<file path="src/hw/rtl/rsi_pkg.sv">
// ----------------------------------------------------------------------------
// rsi_pkg: shared types and constants for the ray/sphere intersection block
// Formats, hit codes, register indexes and the root cell payload.
// ----------------------------------------------------------------------------
package rsi_pkg;

	localparam int COORD_W = 32;
	localparam int OC_W    = 33;          // center minus origin
	localparam int SQ_W    = 66;          // oc * oc
	localparam int CR_W    = 65;          // oc * dir
	localparam int LEN_W   = 67;          // |oc|^2, unsigned
	localparam int TCA_W   = 67;          // oc . dir, signed
	localparam int MAG_W   = 65;          // |tca|
	localparam int LO_W    = 33;          // low split of |tca|
	localparam int HI_W    = MAG_W - LO_W;
	localparam int DIFF_W  = 68;          // rr - len2, signed
	localparam int TSQ_W   = 130;         // tca^2
	localparam int HS_W    = 136;         // signed half-chord square
	localparam int H_W     = 134;         // radicand bits handed to the cells
	localparam int ROOT_W  = H_W / 2;     // one root bit per cell
	localparam int REM_W   = ROOT_W + 2;
	localparam int T_W     = TCA_W + 2;
	localparam int CFG_AW  = 2;

	localparam logic [CFG_AW-1:0] REG_CENTER_X = 2'd0;
	localparam logic [CFG_AW-1:0] REG_CENTER_Y = 2'd1;
	localparam logic [CFG_AW-1:0] REG_CENTER_Z = 2'd2;
	localparam logic [CFG_AW-1:0] REG_RADIUS_SQ = 2'd3;

	typedef enum logic [1:0] {
		HIT_NONE    = 2'd0,
		HIT_OUTSIDE = 2'd1,
		HIT_INSIDE  = 2'd2
	} hit_kind_t;

	// Payload handed from cell to cell
	typedef struct packed {
		logic              miss;
		logic              outside;
		logic [TCA_W-1:0]  tca;
		logic [H_W-1:0]    h;
		logic [REM_W-1:0]  rem;
		logic [ROOT_W-1:0] root;
	} rsi_cell_t;

endpackage

</file>
<file path="src/hw/rtl/rsi_sqrt_cell.sv">
// ----------------------------------------------------------------------------
// rsi_sqrt_cell: one digit of the square root chain
// Takes two radicand bits, decides one root bit, hands the rest onward.
// ----------------------------------------------------------------------------
module rsi_sqrt_cell import rsi_pkg::*; (
	input  logic      clk,
	input  logic      arst_n,
	input  logic      en,
	input  logic      in_valid,
	input  rsi_cell_t in_cell,
	output logic      out_valid,
	output rsi_cell_t out_cell
);

	logic [REM_W+1:0] cand;
	logic [REM_W+1:0] trial;
	logic             take;
	logic             valid_q;
	rsi_cell_t        cell_s1;

	// Trial subtract for the next root bit
	assign cand  = {in_cell.rem, in_cell.h[H_W-1 -: 2]};
	assign trial = {2'b00, in_cell.root, 2'b01};
	assign take  = cand >= trial;

	always_ff @(posedge clk or negedge arst_n) begin
		if (!arst_n) begin
			valid_q <= 1'b0;
		end else if (en) begin
			valid_q <= in_valid;
		end
	end

	always_ff @(posedge clk) begin
		if (en) begin
			cell_s1.miss    <= in_cell.miss;
			cell_s1.outside <= in_cell.outside;
			cell_s1.tca     <= in_cell.tca;
			cell_s1.h       <= {in_cell.h[H_W-3:0], 2'b00};
			cell_s1.rem     <= take ? REM_W'(cand - trial) : REM_W'(cand);
			cell_s1.root    <= {in_cell.root[ROOT_W-2:0], take};
		end
	end

	assign out_valid = valid_q;
	assign out_cell  = cell_s1;

endmodule

</file>
<file path="config.mk">
export PLATFORM = sky130hd
export DESIGN_NAME = rsi_sqrt_cell
export DESIGN_NICKNAME = d
export VERILOG_FILES = /design/src/hw/rtl/rsi_pkg.sv /design/src/hw/rtl/rsi_sqrt_cell.sv
export SDC_FILE = /design/constraint.sdc
export NUM_CORES = 1
export LEC_CHECK = 0
export BUFFER_PORTS_ARGS = -buffer_cell sky130_fd_sc_hd__buf_2
export CAP_MARGIN = 30
export CELL_PAD_IN_SITES_DETAIL_PLACEMENT = 1
export CELL_PAD_IN_SITES_GLOBAL_PLACEMENT = 2
export CORE_MARGIN = 10
export CORE_UTILIZATION = 27
export DETAILED_ROUTE_END_ITERATION = 8
export GPL_TIMING_DRIVEN = 0
export PLACE_DENSITY_LB_ADDON = 0.1
export REMOVE_ABC_BUFFERS = 1
export SLEW_MARGIN = 20
export SYNTH_ARGS = -nofsm -noshare
export SYNTH_HDL_FRONTEND = slang
export SYNTH_SLANG_ARGS = --single-unit
</file>
<file path="constraint.sdc">
create_clock -name clk -period 0.8 [get_ports clk]
set_clock_uncertainty 0.2 [all_clocks]
set_input_delay 0 -clock clk [delete_from_list [all_inputs] [get_ports clk]]
set_output_delay 0 -clock clk [all_outputs]
set_load 0.02 [all_outputs]
</file>
==> impl_metrics.json <==
{
  "crit_fanout": 7,
  "ys_ff_latch": 338,
  "synth-edff-count": 337,
  "grt_usage_pct": 23.08,
  "yosys.area.top_type": "edfxtp_1",
  "h-tree-depth": 2,
  "synth-main-ff-cell": "edfxtp_1",
  "worstReg2RegStart": "out_valid$_DFFE_PN0P_",
  "synth.distinct_cells": 72,
  "placed_area_um2": 20250,
  "fin_util_pct": 48.20,
  "slew_viol_final": 0,
  "fin_crit_sh_pct": 360.6,
  "die_h_um": 263.4,
  "powerDensity_nw_per_um2": 2013,
  "crit_start": "in_cell[2]",
  "clkLatencyLatePin_ns": 0.55,
  "clk_path_buf_depth": 3,
  "route.detailed.drc": 0,
  "rr_worst_depth": 2,
  "maxCapViolations": 0,
  "worstSetupPathType": "in -> reg",
  "start_kind": "primary input",
  "synth_area_um2": 15990,
  "max-slew-margin-rel_pct": 57.74,
  "clock_sinks": 338,
  "tritoncts": "done",
  "whs_ns": -0.5784,
  "n_fill_cell": 6164,
  "end_kind": "register",
  "grt_max_degree": 94,
  "nets": 2653,
  "power_mw": 57.05,
  "tns_ns": -307.98,
  "fmax_ghz": 0.3466,
  "cp.required_ns": 1.01,
  "initial_core_util_pct": 27.20,
  "ys_seq_area_share_pct": 63.43,
  "syn-instance-count": 1188,
  "synth_top_area_share_pct": 63.28,
  "grt_pass1_vias": 15567,
  "drive_gt1_share_pct": 45.11,
  "async_reset_ff_share_pct": 0.2959,
  "peakVddDrop_v": 0.001342,
  "min_from": "in_cell[19]",
  "vias": 14550,
  "hold_path.class": "in -> reg",
  "drt_iter0_drc": 796,
  "yosysWarnings": 0,
  "pin_count": 683,
  "avgSynthCellArea_um2": 13.46,
  "core_um2": 58800,
  "routed_wl_um": 85100,
  "clk_pin_slew_ns": 0.06,
  "dp_hpwl_um": 62560,
  "ys_top_cells_by_count": "337 x edfxtp_1, 91 x a21oi_1, 90 x inv_1, 72 x nand2_1, 69 x ha_1",
  "holdPathStages": 1,
  "numCtsBuffers": 41,
  "arrival_ns": 3.09,
  "p_leak_nw": 11.75,
  "dp_slack_ns": -3.792,
  "wl_per_cell_um": 27.78,
  "place_congestion": 0.8667,
  "synth.area.top_cells": "edfxtp_1 63%, ha_1 5.4%, mux2_4 3.8%, a21oi_1 2.8%, inv_1 2.1%",
  "row_count": 89,
  "hold_viol_final": 376,
  "setup_viol": 409,
  "worstMarginPinSlew_ns": 0.6259,
  "detail-route-antenna-nets": 0,
  "grt-ovfl-total": 0,
  "antenna_found_initial": 41,
  "syn_to_final_growth_pct": 77.22,
  "viasPerCell": 4.750,
  "status": "finished with violations",
  "die_x_um": 263.4,
  "rsz0062_at_grt": "yes",
  "synth.most_common_cell": "edfxtp_1",
  "layoutNonFillerInstCount": 3063,
  "portBuffers": 680,
  "period_needed_ns": 2.885,
  "setup_slack_ns": -2.085,
  "die_area_um2": 69370,
  "grt_pass1_wl_um": 117600,
  "finalInstanceArea_um2": 28340,
  "drt_first_pass_iters": 5,
  "violations": "hold timing, setup timing",
  "placed_cells": 2609,
  "root_buffer": "clkbuf_16"
}
## placed cells by master (no fill, tap or decap), types with 20 or more instances in the layout
| cell | count |
|---|---|
| ha_4 | 34 |
| dlygate4sd3_1 | 289 |
| buf_6 | 322 |
| inv_1 | 79 |
| buf_4 | 51 |
| o21ai_0 | 32 |
| edfxtp_1 | 337 |
| a21oi_1 | 76 |
| diode_2 | 20 |
| xnor2_1 | 37 |
| nand2_1 | 62 |
| nand3_1 | 33 |
| nor2_1 | 49 |
| buf_2 | 367 |
| clkbuf_16 | 43 |
| mux2_4 | 47 |
| nand4_1 | 21 |
| ha_1 | 20 |
| a21o_1 | 24 |
## worst max-delay path, stage by stage
cell and delay [ns]:
buf_8 0.08, inv_4 0.03, ha_4 0.27, o211ai_1 0.12
o211ai_2 0.25, nand4_4 0.16, a2111oi_4 0.43, or3_4 0.23
a2111oi_4 0.08, or4_4 0.55, and2_4 0.19, buf_12 0.15
buf_12 0.13, buf_16 0.15, buf_6 0.12, o21ai_4 0.14
## cells by family after synthesis
group,Yosys count,synth area share [%]
xor+xnor,55,3.012
fa+ha+maj,69,5.398
mux,53,4.632
other cells,1,0.02345
compound gates,276,11.33
simple gates,262,8.262
buf+inv,134,3.912
flops,338,63.43
## sequential cells by signal (all words and copies together) (netlist names)
name       cells
out_valid      1
out_cell     337
## timing repair
item	4_1_cts	5_1_grt
pin swaps	36	28
cloned	11	2
gates resized for setup	634	275
hold buffers	264	25
hold endpoints to repair	512	423
setup endpoints to repair	654	420
setup buffers	47	16
## routing by layer
metal  part of all wire (%)  GRT usage (%)  vias up  wire [um]
met2                     50          39.60      505      42880
met3                    7.3          7.585      152       6246
met1                     38          25.74     7241      31970
li1                       -              -     6626          -
met4                    4.4          9.941       26       3702
met5                   0.35         0.9943        -        295
## final cells by class
class,count,area [um^2],share of cell area [%]
tap,773,967.2,3.413
clock inverter,22,211.5,0.7461
multi-input combinational,720,6324,22.31
clock buffer,50,1060,3.739
timing repair buffer,1050,9239,32.60
antenna,20,50.05,0.1766
sequential,338,10150,35.80
inverter,90,345.3,1.218
## worst paths after layout
path                                          endpoint  slack, ns
max in group asynchronous        out_valid$_DFFE_PN0P_       0.11
min in group asynchronous        out_valid$_DFFE_PN0P_       0.15
worst max register to register   out_valid$_DFFE_PN0P_      -0.35
worst min register to register   out_valid$_DFFE_PN0P_       0.49
worst max-delay path            out_cell[98]$_DFFE_PP_      -2.08
worst min-delay path            out_cell[20]$_DFFE_PP_      -0.58
## power breakdown
| part | switching [mW] | internal (mW) |
|---|---|---|
| clock | 7.78 | 10.7 |
| combinational | 8.32 | 7.84 |
| sequential | 0.819 | 21.6 |
| total | 16.9 | 40.1 |
No activity file was read; power rests on OpenSTA's default activity.
